$ cat config.mk
export PLATFORM = sky130hd
export DESIGN_NAME = kermit_packet_deframer
export DESIGN_NICKNAME = d
export VERILOG_FILES = /design/src/rtl/core/kpd_pkg.sv /design/src/rtl/core/kpd_front.sv /design/src/rtl/core/kpd_cmd_queue.sv /design/src/rtl/core/kpd_back.sv /design/src/rtl/core/kermit_packet_deframer.sv
export VERILOG_INCLUDE_DIRS = /design/src /design/src/rtl/core
export SDC_FILE = /design/constraint.sdc
export NUM_CORES = 1
export LEC_CHECK = 0
export ABC_AREA = 1
export BUFFER_PORTS_ARGS = -buffer_cell sky130_fd_sc_hd__buf_2
export CORE_MARGIN = 8
export CORE_UTILIZATION = 25
export DETAILED_ROUTE_END_ITERATION = 16
export PLACE_DENSITY = 0.48
export RECOVER_POWER = 50
export SYNTH_ARGS = -nofsm -noshare
export SYNTH_HDL_FRONTEND = slang
export SYNTH_SLANG_ARGS = --single-unit
$ cat constraint.sdc
create_clock -name clk_i -period 9.4 [get_ports clk_i]
set_clock_uncertainty 0.1 [all_clocks]
set_input_delay 1.88 -clock clk_i [delete_from_list [all_inputs] [get_ports clk_i]]
set_output_delay 1.88 -clock clk_i [all_outputs]
set_load 0.01 [all_outputs]
$ cat src/rtl/core/assert_macros.svh
// Assertion macros for the block's top-level RTL file
`ifndef ASSERT_MACROS_SVH
`define ASSERT_MACROS_SVH

// Property that must hold at every clock edge outside reset
`define KPD_ASSERT(label, prop, msg) \
  label: assert property (@(posedge clk_i) disable iff (!rst_ni) (prop)) else $error(msg);

// Implication checked in the same cycle
`define KPD_ASSERT_IMPL(label, pre, post, msg) \
  label: assert property (@(posedge clk_i) disable iff (!rst_ni) (pre) |-> (post)) \
    else $error(msg);

`endif

$ cat src/rtl/core/kpd_pkg.sv
// Package for the packet deframer: codes, constants and the command type
package kpd_pkg;

  localparam logic [7:0] SohMark   = 8'd1;
  localparam logic [7:0] LenBase   = 8'd35;
  localparam logic [7:0] CharBase  = 8'd32;
  localparam logic [6:0] MaxData   = 7'd94;
  localparam logic [7:0] TypeSinit = 8'd83;
  localparam logic [6:0] QuoteLo   = 7'd63;
  localparam logic [6:0] QuoteHi   = 7'd95;
  localparam logic [7:0] Bit6Mask  = 8'd64;
  localparam logic [7:0] PrefixRst = 8'd35;

  localparam logic KindData    = 1'b0;
  localparam logic KindSummary = 1'b1;

  localparam logic [1:0] StGood     = 2'd0;
  localparam logic [1:0] StBadCheck = 2'd1;
  localparam logic [1:0] StShort    = 2'd2;

  localparam int CmdDepth = 2;
  localparam int CmdPtrW  = (CmdDepth > 1) ? $clog2(CmdDepth) : 1;
  localparam int CmdCntW  = $clog2(CmdDepth + 1);

  localparam logic RegCtlPrefix = 1'b0;

  typedef enum logic [1:0] {
    OP_DATA,
    OP_SHORT,
    OP_CHECK
  } op_e;

  typedef struct packed {
    op_e        op;
    logic [7:0] byte_v;
    logic       quoted;
    logic       fresh;
    logic [7:0] sum;
    logic [7:0] ptype;
    logic [5:0] pseq;
  } cmd_t;

  typedef struct packed {
    logic full;
    logic empty;
  } q_stat_t;

endpackage

$ cat src/rtl/core/kpd_front.sv
// Front end: framing state machine that classifies each byte into commands
module kpd_front (
  input  logic          clk_i,
  input  logic          rst_ni,
  input  logic          byte_valid_i,
  input  logic [7:0]    rx_byte_i,
  input  logic [7:0]    ctl_prefix_i,
  output logic          cmd_push_o,
  output kpd_pkg::cmd_t cmd_o
);

  typedef enum logic [2:0] {
    PH_IDLE,
    PH_LEN,
    PH_SEQ,
    PH_TYPE,
    PH_DATA,
    PH_CHECK,
    PH_SEQ_SHORT,
    PH_TYPE_SHORT
  } phase_e;

  phase_e     phase_q, phase_d;
  logic [7:0] sum_q, sum_d;
  logic [6:0] left_q, left_d;
  logic [7:0] type_q, type_d;
  logic [5:0] seq_q, seq_d;
  logic       quote_q, quote_d;
  logic       emitted_q, emitted_d;

  logic [7:0] sum_add;
  logic [7:0] len_off;

  assign sum_add = sum_q + rx_byte_i;
  assign len_off = rx_byte_i - kpd_pkg::LenBase;

  always_comb begin
    phase_d   = phase_q;
    sum_d     = sum_q;
    left_d    = left_q;
    type_d    = type_q;
    seq_d     = seq_q;
    quote_d   = quote_q;
    emitted_d = emitted_q;
    cmd_push_o    = 1'b0;
    cmd_o.op      = kpd_pkg::OP_DATA;
    cmd_o.byte_v  = rx_byte_i;
    cmd_o.quoted  = quote_q;
    cmd_o.fresh   = !emitted_q;
    cmd_o.sum     = sum_q;
    cmd_o.ptype   = type_q;
    cmd_o.pseq    = seq_q;
    if (byte_valid_i) begin
      case (phase_q)
        PH_IDLE: begin
          if (rx_byte_i == kpd_pkg::SohMark) begin
            sum_d   = 8'd0;
            phase_d = PH_LEN;
          end
        end
        PH_LEN: begin
          sum_d = rx_byte_i;
          if (rx_byte_i < kpd_pkg::LenBase) begin
            phase_d = PH_SEQ_SHORT;
          end else begin
            left_d  = (len_off > {1'b0, kpd_pkg::MaxData}) ? kpd_pkg::MaxData : len_off[6:0];
            phase_d = PH_SEQ;
          end
        end
        PH_SEQ, PH_SEQ_SHORT: begin
          sum_d   = sum_add;
          seq_d   = 6'(rx_byte_i - kpd_pkg::CharBase);
          phase_d = (phase_q == PH_SEQ) ? PH_TYPE : PH_TYPE_SHORT;
        end
        PH_TYPE: begin
          sum_d     = sum_add;
          type_d    = rx_byte_i;
          quote_d   = 1'b0;
          emitted_d = 1'b0;
          phase_d   = (left_q != 7'd0) ? PH_DATA : PH_CHECK;
        end
        PH_TYPE_SHORT: begin
          sum_d        = sum_add;
          type_d       = rx_byte_i;
          quote_d      = 1'b0;
          emitted_d    = 1'b0;
          phase_d      = PH_IDLE;
          cmd_push_o   = 1'b1;
          cmd_o.op     = kpd_pkg::OP_SHORT;
          cmd_o.ptype  = rx_byte_i;
          cmd_o.fresh  = 1'b1;
        end
        PH_DATA: begin
          sum_d  = sum_add;
          left_d = left_q - 7'd1;
          if (type_q != kpd_pkg::TypeSinit && !quote_q && rx_byte_i == ctl_prefix_i) begin
            quote_d = 1'b1;
          end else begin
            quote_d    = 1'b0;
            emitted_d  = 1'b1;
            cmd_push_o = 1'b1;
            cmd_o.op   = kpd_pkg::OP_DATA;
          end
          if (left_q == 7'd1) begin
            phase_d = PH_CHECK;
          end
        end
        PH_CHECK: begin
          phase_d    = PH_IDLE;
          cmd_push_o = 1'b1;
          cmd_o.op   = kpd_pkg::OP_CHECK;
        end
        default: begin
          phase_d = PH_IDLE;
        end
      endcase
    end
  end

  always_ff @(posedge clk_i or negedge rst_ni) begin
    if (!rst_ni) begin
      phase_q   <= PH_IDLE;
      sum_q     <= 8'd0;
      left_q    <= 7'd0;
      type_q    <= 8'd0;
      seq_q     <= 6'd0;
      quote_q   <= 1'b0;
      emitted_q <= 1'b0;
    end else begin
      phase_q   <= phase_d;
      sum_q     <= sum_d;
      left_q    <= left_d;
      type_q    <= type_d;
      seq_q     <= seq_d;
      quote_q   <= quote_d;
      emitted_q <= emitted_d;
    end
  end

endmodule

$ cat src/rtl/core/kpd_cmd_queue.sv
// Short command queue between the front end and the back end
module kpd_cmd_queue (
  input  logic              clk_i,
  input  logic              rst_ni,
  input  logic              push_i,
  input  kpd_pkg::cmd_t     push_cmd_i,
  input  logic              pop_i,
  output kpd_pkg::cmd_t     pop_cmd_o,
  output kpd_pkg::q_stat_t  stat_o
);

  kpd_pkg::cmd_t                 mem_q [kpd_pkg::CmdDepth];
  logic [kpd_pkg::CmdPtrW-1:0]   wr_ptr_q, wr_ptr_d;
  logic [kpd_pkg::CmdPtrW-1:0]   rd_ptr_q, rd_ptr_d;
  logic [kpd_pkg::CmdCntW-1:0]   cnt_q, cnt_d;
  logic                          do_push;
  logic                          do_pop;

  localparam logic [kpd_pkg::CmdPtrW-1:0] PtrLast = kpd_pkg::CmdPtrW'(kpd_pkg::CmdDepth - 1);

  assign stat_o.full  = (cnt_q == kpd_pkg::CmdCntW'(kpd_pkg::CmdDepth));
  assign stat_o.empty = (cnt_q == '0);
  assign do_push      = push_i && !stat_o.full;
  assign do_pop       = pop_i && !stat_o.empty;
  assign pop_cmd_o    = mem_q[rd_ptr_q];

  always_comb begin
    wr_ptr_d = wr_ptr_q;
    rd_ptr_d = rd_ptr_q;
    cnt_d    = cnt_q;
    if (do_push) begin
      wr_ptr_d = (wr_ptr_q == PtrLast) ? '0 : wr_ptr_q + 1'b1;
    end
    if (do_pop) begin
      rd_ptr_d = (rd_ptr_q == PtrLast) ? '0 : rd_ptr_q + 1'b1;
    end
    if (do_push && !do_pop) begin
      cnt_d = cnt_q + 1'b1;
    end else if (do_pop && !do_push) begin
      cnt_d = cnt_q - 1'b1;
    end
  end

  always_ff @(posedge clk_i or negedge rst_ni) begin
    if (!rst_ni) begin
      wr_ptr_q <= '0;
      rd_ptr_q <= '0;
      cnt_q    <= '0;
    end else begin
      wr_ptr_q <= wr_ptr_d;
      rd_ptr_q <= rd_ptr_d;
      cnt_q    <= cnt_d;
    end
  end

  always_ff @(posedge clk_i) begin
    if (do_push) begin
      mem_q[wr_ptr_q] <= push_cmd_i;
    end
  end

endmodule

$ cat src/rtl/core/kpd_back.sv
// Back end: unquoting, counting, checksum check and the result register
module kpd_back (
  input  logic          clk_i,
  input  logic          rst_ni,
  input  logic          cmd_valid_i,
  input  kpd_pkg::cmd_t cmd_i,
  output logic          cmd_pop_o,
  input  logic          res_pop_i,
  output logic          res_valid_o,
  output logic          out_kind_o,
  output logic [7:0]    data_byte_o,
  output logic [7:0]    pkt_type_o,
  output logic [5:0]    pkt_seq_o,
  output logic [1:0]    status_o,
  output logic [6:0]    data_count_o
);

  logic       valid_q, valid_d;
  logic [6:0] count_q, count_d;
  logic       kind_q, kind_d;
  logic [7:0] data_q, data_d;
  logic [7:0] type_q, type_d;
  logic [5:0] seq_q, seq_d;
  logic [1:0] stat_q, stat_d;
  logic [6:0] dcnt_q, dcnt_d;

  logic [6:0] base;
  logic [6:0] low7;
  logic       flip;
  logic [5:0] chk;
  logic       chk_ok;

  assign cmd_pop_o = cmd_valid_i && (!valid_q || res_pop_i);
  assign base      = cmd_i.fresh ? 7'd0 : count_q;
  assign low7      = cmd_i.byte_v[6:0];
  assign flip      = cmd_i.quoted && low7 >= kpd_pkg::QuoteLo && low7 <= kpd_pkg::QuoteHi;
  assign chk       = cmd_i.sum[5:0] + {4'd0, cmd_i.sum[7:6]};
  assign chk_ok    = (cmd_i.byte_v >= kpd_pkg::CharBase) &&
                     ((cmd_i.byte_v - kpd_pkg::CharBase) == {2'd0, chk});

  always_comb begin
    valid_d = valid_q;
    count_d = count_q;
    kind_d  = kind_q;
    data_d  = data_q;
    type_d  = type_q;
    seq_d   = seq_q;
    stat_d  = stat_q;
    dcnt_d  = dcnt_q;
    if (res_pop_i) begin
      valid_d = 1'b0;
    end
    if (cmd_pop_o) begin
      valid_d = 1'b1;
      type_d  = cmd_i.ptype;
      seq_d   = cmd_i.pseq;
      case (cmd_i.op)
        kpd_pkg::OP_DATA: begin
          kind_d  = kpd_pkg::KindData;
          data_d  = flip ? (cmd_i.byte_v ^ kpd_pkg::Bit6Mask) : cmd_i.byte_v;
          stat_d  = kpd_pkg::StGood;
          dcnt_d  = base + 7'd1;
          count_d = base + 7'd1;
        end
        kpd_pkg::OP_SHORT: begin
          kind_d = kpd_pkg::KindSummary;
          data_d = 8'd0;
          stat_d = kpd_pkg::StShort;
          dcnt_d = 7'd0;
        end
        kpd_pkg::OP_CHECK: begin
          kind_d = kpd_pkg::KindSummary;
          data_d = 8'd0;
          stat_d = chk_ok ? kpd_pkg::StGood : kpd_pkg::StBadCheck;
          dcnt_d = base;
        end
        default: begin
          kind_d = kpd_pkg::KindSummary;
          data_d = 8'd0;
          stat_d = kpd_pkg::StBadCheck;
          dcnt_d = base;
        end
      endcase
    end
  end

  always_ff @(posedge clk_i or negedge rst_ni) begin
    if (!rst_ni) begin
      valid_q <= 1'b0;
      count_q <= 7'd0;
    end else begin
      valid_q <= valid_d;
      count_q <= count_d;
    end
  end

  always_ff @(posedge clk_i) begin
    kind_q <= kind_d;
    data_q <= data_d;
    type_q <= type_d;
    seq_q  <= seq_d;
    stat_q <= stat_d;
    dcnt_q <= dcnt_d;
  end

  assign res_valid_o  = valid_q;
  assign out_kind_o   = kind_q;
  assign data_byte_o  = data_q;
  assign pkt_type_o   = type_q;
  assign pkt_seq_o    = seq_q;
  assign status_o     = stat_q;
  assign data_count_o = dcnt_q;

endmodule

$ cat src/rtl/core/kermit_packet_deframer.sv
// Top level of the packet deframer: configuration register, front, queue, back
//
// Input channel: a received byte on rx_byte_i is taken at a clock edge with
// push high and full low. One byte can be taken every cycle while full is low.
// Result channel: the oldest result waits on the result ports while empty is
// low and leaves at an edge with pop high. A data result carries one decoded
// byte and its running count; a summary result carries type, sequence number
// and status at the end of a packet, or right after TYPE for a short length.
// Path: a command caused by a byte is written into the command queue at the
// edge at which that byte is taken, then moves into the result register.
// Throughput: one byte per cycle while full is low, set by the framer.
// Stalling: while pop stays low, results collect in a two-entry command queue
// behind the result register; full rises once that queue is filled, and the
// input is held off until the receiver takes a result.
// Reset: the framer hunts for the start mark, all queues are empty and the
// quote prefix is '#'. The APB register at address 0 holds the prefix. The user
// must write it only while no packet is in progress; the block does not enforce it.
`include "assert_macros.svh"

module kermit_packet_deframer (
  input  logic        clk_i,
  input  logic        rst_ni,
  input  logic        push,
  output logic        full,
  input  logic [7:0]  rx_byte_i,
  output logic        empty,
  input  logic        pop,
  output logic        out_kind_o,
  output logic [7:0]  data_byte_o,
  output logic [7:0]  pkt_type_o,
  output logic [5:0]  pkt_seq_o,
  output logic [1:0]  status_o,
  output logic [6:0]  data_count_o,
  input  logic        psel,
  input  logic        penable,
  input  logic        pwrite,
  input  logic [2:0]  paddr,
  input  logic [31:0] pwdata,
  output logic [31:0] prdata,
  output logic        pready
);

  logic [7:0]       prefix_q;
  logic             byte_acc;
  logic             q_push;
  kpd_pkg::cmd_t    q_wcmd;
  kpd_pkg::cmd_t    q_rcmd;
  logic             q_pop;
  kpd_pkg::q_stat_t q_stat;
  logic             res_valid;

  assign pready   = 1'b1;
  assign prdata   = (paddr[2] == kpd_pkg::RegCtlPrefix) ? {24'd0, prefix_q} : 32'd0;
  assign full     = q_stat.full;
  assign byte_acc = push && !full;
  assign empty    = !res_valid;

  always_ff @(posedge clk_i or negedge rst_ni) begin
    if (!rst_ni) begin
      prefix_q <= kpd_pkg::PrefixRst;
    end else if (psel && penable && pwrite && paddr[2] == kpd_pkg::RegCtlPrefix) begin
      prefix_q <= pwdata[7:0];
    end
  end

  kpd_front u_front (
    .clk_i        (clk_i),
    .rst_ni       (rst_ni),
    .byte_valid_i (byte_acc),
    .rx_byte_i    (rx_byte_i),
    .ctl_prefix_i (prefix_q),
    .cmd_push_o   (q_push),
    .cmd_o        (q_wcmd)
  );

  kpd_cmd_queue u_queue (
    .clk_i      (clk_i),
    .rst_ni     (rst_ni),
    .push_i     (q_push),
    .push_cmd_i (q_wcmd),
    .pop_i      (q_pop),
    .pop_cmd_o  (q_rcmd),
    .stat_o     (q_stat)
  );

  kpd_back u_back (
    .clk_i        (clk_i),
    .rst_ni       (rst_ni),
    .cmd_valid_i  (!q_stat.empty),
    .cmd_i        (q_rcmd),
    .cmd_pop_o    (q_pop),
    .res_pop_i    (pop && !empty),
    .res_valid_o  (res_valid),
    .out_kind_o   (out_kind_o),
    .data_byte_o  (data_byte_o),
    .pkt_type_o   (pkt_type_o),
    .pkt_seq_o    (pkt_seq_o),
    .status_o     (status_o),
    .data_count_o (data_count_o)
  );

  `KPD_ASSERT(a_no_overflow, !(q_push && q_stat.full), "command queue overflow")
  `KPD_ASSERT_IMPL(a_data_count, !empty && out_kind_o == kpd_pkg::KindData, data_count_o != 7'd0, "data result with zero count")
  `KPD_ASSERT_IMPL(a_data_status, !empty && out_kind_o == kpd_pkg::KindData, status_o == kpd_pkg::StGood, "data result with non-zero status")
  `KPD_ASSERT_IMPL(a_summary_data, !empty && out_kind_o == kpd_pkg::KindSummary, data_byte_o == 8'd0, "summary result with data byte set")

endmodule

Yosys cells after proc, flatten, opt, wreduce, memory -nomap -nowiden
Memories as Yosys holds them, arrays and structs flattened.
Cells that the tools add are included.
{"block": "word_totals", "regBits": 86, "ram_bits": 68, "input_bits": 50, "out_inout_bits": 67, "wordCells": 140, "memories": 1}
{"block": "classes", "add_sub_neg": 11, "order_cmp": 5, "eq_ne": 19, "n_mux": 39, "bitwise_logic": 2, "reduce_logical": 44}
{"memory": "u_queue.mem_q", "words": 2, "width": 34, "read_ports": 1, "rd_ports_with_merged_regs": 0, "write_ports": 1, "line_no": "kpd_cmd_queue.sv:12", "text": "kpd_pkg::cmd_t mem_q [kpd_pkg::CmdDepth];"}
{"operator": "$mux W8", "count": 4}
{"operator": "$mux W7", "count": 4}
{"operator": "$pmux W7 S2", "count": 2}
{"operator": "$pmux W8 S3", "count": 1}
{"operator": "$pmux W3 S6", "count": 1}
{"operator": "$sub A8 B6 Y8 const B", "count": 2}
{"operator": "$logic_and A1 B1 Y1", "count": 15}
{"operator": "$mux W1", "count": 15}
{"operator": "$eq A3 B3 Y1 const B", "count": 4}
{"operator": "$mux W3", "count": 4}
{"operator": "$reduce_and A3 Y1", "count": 4}
{"operator": "$add A8 B8 Y8", "count": 1}
{"operator": "$eq A8 B1 Y1 const B", "count": 1}
{"operator": "$eq A8 B6 Y1", "count": 1}
{"operator": "$eq A8 B8 Y1", "count": 1}
{"operator": "$ge A8 B6 Y1 const B", "count": 1}
{"operator": "$gt A8 B7 Y1 const B", "count": 1}
{"operator": "$lt A8 B6 Y1 const B", "count": 1}
{"operator": "$ne A8 B7 Y1 const B", "count": 1}
{"operator": "$reduce_and A2 Y1", "count": 4}
{"operator": "$reduce_bool A2 Y1", "count": 4}
{"operator": "$add A7 B1 Y7 const B", "count": 1}
{"operator": "$eq A7 B1 Y1 const B", "count": 1}
{"operator": "$ge A7 B6 Y1 const B", "count": 1}
{"operator": "26 further kinds", "count": 45}

Depth between registers and ports, before layout
Gate-level depths: netlist of run 1.
{"block": "logic_depth", "word_depth": 11, "ltp_mapped": 15, "mapped_depth_nobuf": 15}

Modules after synthesis
From an unflattened synthesis of run 1, not the netlist that was laid out.
{"block": "hier_totals", "hier_cells": 864, "area_unflattened_um2": 7961.4}
{"module": "kpd_cmd_queue", "instances": 1, "cells_each": 209, "area_each_um2": 2711.4}
{"module": "kpd_front", "instances": 1, "cells_each": 367, "area_each_um2": 2623.8}
{"module": "kpd_back", "instances": 1, "cells_each": 201, "area_each_um2": 1990.7}
{"module": "kermit_packet_deframer", "instances": 1, "cells_each": 87, "area_each_um2": 635.6}

Worst setup path after synthesis of run 1
Ideal clock, no wire load.
{"block": "synth_timing", "kind": "input-to-reg", "start": "input pop", "end": "register u_queue.cnt_q[1] (netlist bit)", "setup_ps": 131, "t_arrival_ps": 4715, "setup_slack_ps": 4454, "path_stages": 7, "path_buffers": 0, "cell_sequence": "nor2_1 > a21oi_1 > inv_1 > ha_1 > a21oi_1 > o21ai_0 > xor2_1"}
{"block": "synth_via", "elab_chain_len": 7, "elab_cells_between_ends": 9, "classes_between": "mux (1); reduce/logical (8)"}
{"element": "start: declaration", "line_no": "kermit_packet_deframer.sv:27", "text": "input logic pop,"}
{"element": "$logic_and A1 B1 Y1 (*)", "line_no": "kermit_packet_deframer.sv:92", "text": ".res_pop_i (pop && !empty),"}
{"element": "$logic_or A1 B1 Y1 (*)", "line_no": "kpd_back.sv:33", "text": "assign cmd_pop_o = cmd_valid_i && (!valid_q || res_pop_i);"}
{"element": "$logic_and A1 B1 Y1 (*)", "line_no": "kpd_back.sv:33"}
{"element": "named net q_pop", "line_no": "kermit_packet_deframer.sv:48", "text": "logic q_pop;"}
{"element": "$logic_and A1 B1 Y1 (*)", "line_no": "kpd_cmd_queue.sv:24", "text": "assign do_pop = pop_i && !stat_o.empty;"}
{"element": "$logic_not A1 Y1", "line_no": "kpd_cmd_queue.sv:37", "text": "if (do_push && !do_pop) begin"}
{"element": "$logic_and A1 B1 Y1", "line_no": "kpd_cmd_queue.sv:37"}
{"element": "$mux W2 / $reduce_bool A2 Y1 (equally long branches)"}
{"element": "end signal: assignment", "line_no": "kpd_cmd_queue.sv:52", "text": "cnt_q <= cnt_d;"}
{"element": "end: declaration", "line_no": "kpd_cmd_queue.sv:15", "text": "logic [kpd_pkg::CmdCntW-1:0] cnt_q, cnt_d;"}
The timed path passes the listed nets; every way through them passes the cells marked *.
A chain may end at the register's enable or synchronous reset.

Final worst setup path of run 1
Ends and elaborated chain as after synthesis.

==> results of run 1 <==
==> cells in the final DEF, fill, tap and decap left out, drive strengths merged, types with 8 or more instances in the layout <==
cell    Yosys  final
nand4       8      8
edfxtp    100    100
nor2       68     68
o21ai      60     60
inv        89     97
nand2     267    267
dfrtp      51     51
buf        34     60
nand3      36     36
clkbuf      5     27
conb        2     25
xor2        8      8
a21oi      37     37
ha         20     20
==> Yosys cell counts, types with 3 or more instances <==
| cell type | instances | area, µm² |
|---|---|---|
| nand4_1 | 8 | 50.05 |
| a2bb2oi_1 | 3 | 26.28 |
| nand3b_1 | 7 | 52.55 |
| o21ai_1 | 15 | 75.07 |
| nor2_4 | 3 | 33.78 |
| nor3_1 | 4 | 20.02 |
| o21ai_0 | 44 | 220.2 |
| buf_4 | 26 | 195.2 |
| nand3_1 | 34 | 170.2 |
| o22ai_1 | 3 | 18.77 |
| a21oi_1 | 36 | 180.2 |
| nand2_2 | 4 | 25.02 |
| buf_2 | 7 | 35.03 |
| nor2_1 | 64 | 240.2 |
| xnor2_1 | 3 | 26.28 |
| dfrtp_1 | 51 | 1276 |
| ha_1 | 20 | 250.2 |
| or2_2 | 4 | 25.02 |
| nand2_1 | 262 | 983.4 |
| inv_1 | 77 | 289.0 |
| edfxtp_1 | 100 | 3003 |
| or2_1 | 3 | 18.77 |
| inv_2 | 12 | 45.04 |
| dfstp_2 | 3 | 78.83 |
| clkbuf_1 | 5 | 18.77 |
| xor2_1 | 8 | 70.07 |
==> critical path: cells and delay by family <==
kind                     cells  cell delay (ns)
XOR/XNOR                     1             0.15
AO/OA/AOI/OAI                3             0.32
AND/OR/NAND/NOR              1             0.06
buffers and inverters        3             1.80
adder cells (fa/ha/maj)      1             0.44
==> per-stage QoR <==
stage | cells | util [%] | power (mW) | hold slack (ns) | area (µm²)
5_1_grt | 1314 | 29.35 | 3.033 | 0.3922 | 8931
6_report | 1314 | 29.35 | 2.800 | 0.3738 | 8931
3_3_place_gp | 1282 | 27.51 | 2.140 | 0.3553 | 8372
3_5_place_dp | 1282 | 27.51 | 2.152 | 0.3581 | 8372
4_1_cts | 1314 | 29.48 | 2.855 | 0.3773 | 8971
2_1_floorplan | 855 | - | 1.833 | 0.3419 | 7752
==> worst paths after layout <==
kind                                        to  slack [ns]  depth (start not counted)
setup / recovery              u_queue.cnt_q[1]        4.95                          9
hold / removal             u_queue.mem_q[0][0]        0.37                          0
setup reg to reg              u_queue.cnt_q[1]        6.04                          9
hold reg to reg            u_queue.mem_q[0][0]        0.37                          0
max in group asynchronous     u_front.sum_q[0]        5.00                          2
min in group asynchronous    u_back.count_q[3]        2.44                          2
==> flip-flops by register name (all words and copies together) (netlist names) <==
register	cells
u_front.emitted_q	1
u_front.type_q	8
prefix_q	8
u_front.phase_q	3
u_front.quote_q	1
u_back.out_kind_o	1
u_back.data_byte_o	8
u_queue.cnt_q	2
u_back.count_q	7
u_back.res_valid_o	1
u_back.pkt_seq_o	6
u_front.sum_q	8
u_back.status_o	2
u_front.seq_q	6
u_queue.wr_ptr_q	1
u_queue.rd_ptr_q	1
u_front.left_q	7
u_back.data_count_o	7
u_queue.mem_q	68
u_back.pkt_type_o	8
==> power breakdown <==
part	leakage, nW	switching [mW]	internal, mW
combinational	2.12	0.669	0.335
clock	0.285	0.311	0.380
sequential	1.59	0.106	0.999
==> cell families after synthesis <==
kind of cell / count (synthesis) / share of synthesized area (%)
other: 2 / 0.09796
adders and majority gates: 22 / 3.787
AOI/OAI and AO/OA: 114 / 8.193
DFF: 154 / 56.85
xor gates and xnor gates: 11 / 1.257
buffers and inverters: 128 / 7.655
muxes: 1 / 0.1306
and+or+nand+nor: 400 / 22.03
==> cell type report <==
class	count	area, µm²
repair buffers	70	345.3
multi-input cells	573	2799
fillers	3220	21500
clock buffers	17	425.4
flip-flops and latches	154	4358
well taps	396	495.5
inverters	89	334.1
clock inverters	15	173.9
==> routing by layer <==
metal  part of all wire, %  track usage (%)
met5                     0                0
met4                   1.1            3.049
met3                   3.4            2.244
met2                    46            15.94
met1                    50            13.46
==> results_dict.tcl, run 1 <==
set metrics [dict create \
    crit_path_start_kind "primary input" \
    fp.dieArea_um2 36520 \
    setup_violations 0 \
    min_path_type "reg -> reg" \
    synth_cell_types 47 \
    drt_wl_total_um 17660 \
    max_slew.worst_pin.slew_ns 3.076 \
    nets 977 \
    crit_path_max_fanout 34 \
    grt_pass1_vias 5362 \
    rsz0062_at_grt "false" \
    cts_root_buf "clkbuf_16" \
    clk_latency_ns 0.43 \
    period_needed_ns 4.455 \
    grt_remaining_overflow 0 \
    synth_flop_cell "edfxtp_1" \
    crit_required_ns 9.60 \
    period_share_pct 47.39 \
    tns_ns 0 \
    hp-start "u_front.seq_q[0]" \
    dp_hpwl_um 12510 \
    grt_pass1_wl_um 28910 \
    slew_headroom_pct -105.1 \
    post_cts_resized 0 \
    avgSynthCellArea_um2 9.214 \
    antenna_found_initial 0 \
    h-tree-depth 4 \
    post-cts-setup-buffer-count 0 \
    tritoncts "built" \
    core_area_um2 30430 \
    cts_sinks 154 \
    clock_path_buffers 2 \
    gp_congestion 0.8052 \
    portBuffers 65 \
    synth-seq-cells 154 \
    slowest_delay_ns 1.37 \
    status "finished with violations" \
    wl_per_cell_um 13.44 \
    synthArstFlopShare_pct 35.06 \
    cts_buffers 17 \
    power_density_nw_per_um2 313.6 \
    crit_chain "buf_2 > nor2_1 > a21oi_4 > clkbuf_1 > inv_1 > ha_1 > a21oi_1 > o21ai_0 > xor2_1" \
    track_usage_pct 10.04 \
    drc_errors 0 \
    ys_warn_count 0 \
    path_class "in -> reg" \
    viasPerCell 4.190 \
    pre_cts_slack_ns 5.145 \
    die_w_um 191.1 \
    startpoint "pop" \
    first_pass_iters 5 \
    cp.arrival_ns 4.65 \
    fin_ws_ns 4.945 \
    max_freq_mhz 224.5 \
    synth_edf_count 100 \
    synthesis.area_um2 7666 \
    num_antenna_cells 0 \
    via_count 5506 \
    drv_cap 2 \
    synth_seq_area_share_pct 56.85 \
    finalHoldViolations 0 \
    holdBufCountCts 0 \
    drive_above_1_share_pct 13.07 \
    die_h_um 191.1 \
    peakVddDrop_mv 0.1324 \
    grt_max_degree 55 \
    violations "capacitance limit, slew limit" \
    maxSlewViolCount 90 \
    leakage_nw 3.999 \
    timing.rr.start "u_back.res_valid_o" \
    ant_nets 0 \
    area_delta_synth_final_pct 16.50 \
    critPathCaptureType "flop" \
    row_count 64 \
    clk_pin_slew_ns 0.07 \
    worst_path_max_delay_cell "clkbuf_1" \
    start_util_pct 25.19 \
    synthCells 832 \
    first_iter_violations 387 \
    io_pins 117 \
]
Note: power is estimated with default switching activity, not from simulation.
==> run 2: changes to the inputs <==
Settings changed: ABC_AREA 1 to 0.
Clock period 9.4 ns to 4.52 ns, I/O delays scaled along.
==> results_dict.tcl, run 2 <==
set metrics [dict create \
    row_count 64 \
    drv_cap 0 \
    synth_common_cells "edfxtp_1, dfrtp_1, mux2_2, nor2_1, o21ai_0" \
    status "finished clean" \
    final_cell_mix "edfxtp_1, dfrtp_1, clkbuf_1" \
    h-tree-depth 4 \
    ant_nets 0 \
    track_usage_pct 9.811 \
    post_cts_resized 0 \
    peakVddDrop_mv 0.2510 \
    drive_above_1_share_pct 15.89 \
    die_h_um 190.6 \
    max_slew.worst_pin.slew_ns 1.305 \
    crit_path_start_kind "primary input" \
    max_freq_mhz 281.4 \
    largest_reg_flops 68 \
    synth_seq_area_share_pct 57.17 \
    cp_top_family "compound AO/OA/AOI/OAI gates" \
    post-cts-setup-buffer-count 0 \
    start_util_pct 25.18 \
    nets 764 \
    grt_max_degree 35 \
    slowest_delay_ns 0.76 \
    dpl-instance-area_um2 8315 \
    timing.rr.start "u_queue.rd_ptr_q" \
    grt_pass1_vias 4984 \
    holdBufCountCts 0 \
    ys_warn_count 0 \
    clock_path_buffers 2 \
    synth_flop_cell "edfxtp_1" \
    cts_sinks 154 \
    period_share_pct 78.61 \
    antenna_found_initial 0 \
    tritoncts "built" \
    gp_congestion 0.7698 \
    drt_wl_total_um 17450 \
    slew_headroom_pct 13.00 \
    portBuffers 65 \
    crit_path_max_fanout 14 \
    rr_worst_depth 8 \
    dp_hpwl_um 12400 \
    met2_wirelength_um 8454 \
    die_w_um 190.6 \
    io_pins 117 \
    reg2reg_to "u_back.data_count_o[6]" \
    regMostFlops "u_queue.mem_q" \
    clk_pin_slew_ns 0.06 \
    final_cells 1101 \
    reg2reg_slack_ns 1.10 \
    core_area_um2 30270 \
    first_pass_iters 7 \
    fp.dieArea_um2 36330 \
    crit_required_ns 4.73 \
    crit_chain "clkbuf_1 > clkbuf_1 > o41ai_2 > a211o_1 > a211oi_4 > mux2_1 > a21o_1" \
    drc_errors 0 \
    leakage_nw 3.368 \
    crit_top_cell "clkbuf_1" \
    synthesis.area_um2 7622 \
    fin_area_um2 8861 \
    cts_root_buf "clkbuf_16" \
    avgSynthCellArea_um2 12.20 \
    layout_commonest_cell "edfxtp_1" \
    synth_edf_count 100 \
    period_needed_ns 3.553 \
    synth-seq-cells 154 \
    crit_buf_inv 2 \
    maxUsedRoutingLayer "met4" \
    area_delta_synth_final_pct 16.25 \
    hp-start "u_front.seq_q[2]" \
    synth_area_leaders "edfxtp_1, dfrtp_1, mux2_2" \
    num_antenna_cells 0 \
    wl_met3_um 736 \
    synthArstFlopShare_pct 35.06 \
    setup_violations 0 \
    worstHoldEndpoint "u_queue.mem_q[0][2]" \
    critPathCaptureType "flop" \
    whs_path_depth 0 \
    power_density_nw_per_um2 621.2 \
    yosysMostFrequentCell "edfxtp_1" \
    cp.arrival_ns 3.77 \
    m1WireLength_um 8078 \
    synth_cell_types 63 \
    tns_ns 0 \
    synth_top_area_share_pct 39.40 \
    maxSlewViolCount 0 \
    cts_buffers 17 \
    first_iter_violations 310 \
    min_path_type "reg -> reg" \
    via_count 4898 \
    numPlacedInstances 1069 \
    rsz0062_at_grt "false" \
    path_class "in -> reg" \
    synth_top_area_cell "edfxtp_1" \
    num-fill-cells 3158 \
    clk_latency_ns 0.42 \
    finalHoldViolations 0 \
    worst_path_max_delay_cell "clkbuf_1" \
    synthCells 625 \
    viasPerCell 4.449 \
    wl_per_cell_um 15.85 \
    grt_pass1_wl_um 27860 \
    grt_remaining_overflow 0 \
]
run 2: cell types whose count changed after synthesis, sizes merged, moves of 11 or more:
cell   previous run  this run
o21ai            60        41
nor2             68        40
mux2              0        43
nor2b             0        11
nand3            36        18
inv              89        18
nand2           267        35
xnor2             3        18
a21oi            37        24
mux2i             1        19
run 2: area by class of cell:
| cell class | count | area (µm²) | area share, % |
|---|---|---|---|
| well taps | 396 | 495.5 | 5.592 |
| inverters | 19 | 71.32 | 0.8049 |
| clock inverters | 11 | 161.4 | 1.822 |
| repair buffers | 75 | 335.3 | 3.784 |
| multi-input cells | 425 | 2989 | 33.73 |
| clock buffers | 21 | 450.4 | 5.083 |
| flip-flops and latches | 154 | 4358 | 49.18 |
run 2: where the power goes:
group	switching [mW]	internal, mW	total, mW
clock	0.590	0.896	1.49
sequential	0.317	2.01	2.32
combinational	0.972	0.724	1.70
total	1.88	3.63	5.50
run 2: through the flow:
| stage | setup slack [ns] | utilization (%) | hold slack, ns | power (mW) |
|---|---|---|---|---|
| 6_report | 0.9667 | 29.27 | 0.3714 | 5.505 |
| 5_1_grt | 0.7219 | 29.27 | 0.3870 | 5.895 |
| 4_1_cts | 1.423 | 29.49 | 0.3700 | 5.623 |
| 3_5_place_dp | 1.079 | 27.47 | 0.3549 | 4.115 |
| 3_3_place_gp | 1.101 | 27.47 | 0.3510 | 4.096 |
| 2_1_floorplan | 0.8199 | - | 0.3366 | 3.567 |
run 2: how the worst max path moves through the flow:
stage / startpoint / end / depth (start not counted)
global route: u_queue.rd_ptr_q / u_back.data_count_o[6] / 8
floorplan: rx_byte_i[0] / u_queue.mem_q[0][0] / 6
detailed placement: rx_byte_i[0] / u_front.left_q[0] / 7
finish: rx_byte_i[3] / u_front.left_q[0] / 7
global placement: rx_byte_i[0] / u_front.left_q[0] / 7
CTS: u_queue.rd_ptr_q / u_back.data_count_o[6] / 8
run 2: kinds of logic (layout without fill, tap and decap cells):
logic type | after synthesis | count (layout) | share of synthesized area, %
adders and majority gates | 22 | 22 | 3.808
buffers and inverters | 69 | 126 | 4.941
muxes | 62 | 62 | 8.848
other | 2 | 25 | 0.09853
xor gates and xnor gates | 32 | 32 | 3.677
DFF | 154 | 154 | 57.17
AOI/OAI and AO/OA | 126 | 126 | 11.21
and+or+nand+nor | 158 | 158 | 10.24
run 2: metal layers:
layer  global-route usage (%)  vias up
li1                         -     2398
met1                    12.63     2400
met2                    15.92       87
met3                    2.542       13
met4                    3.043        0
met5                        0        -
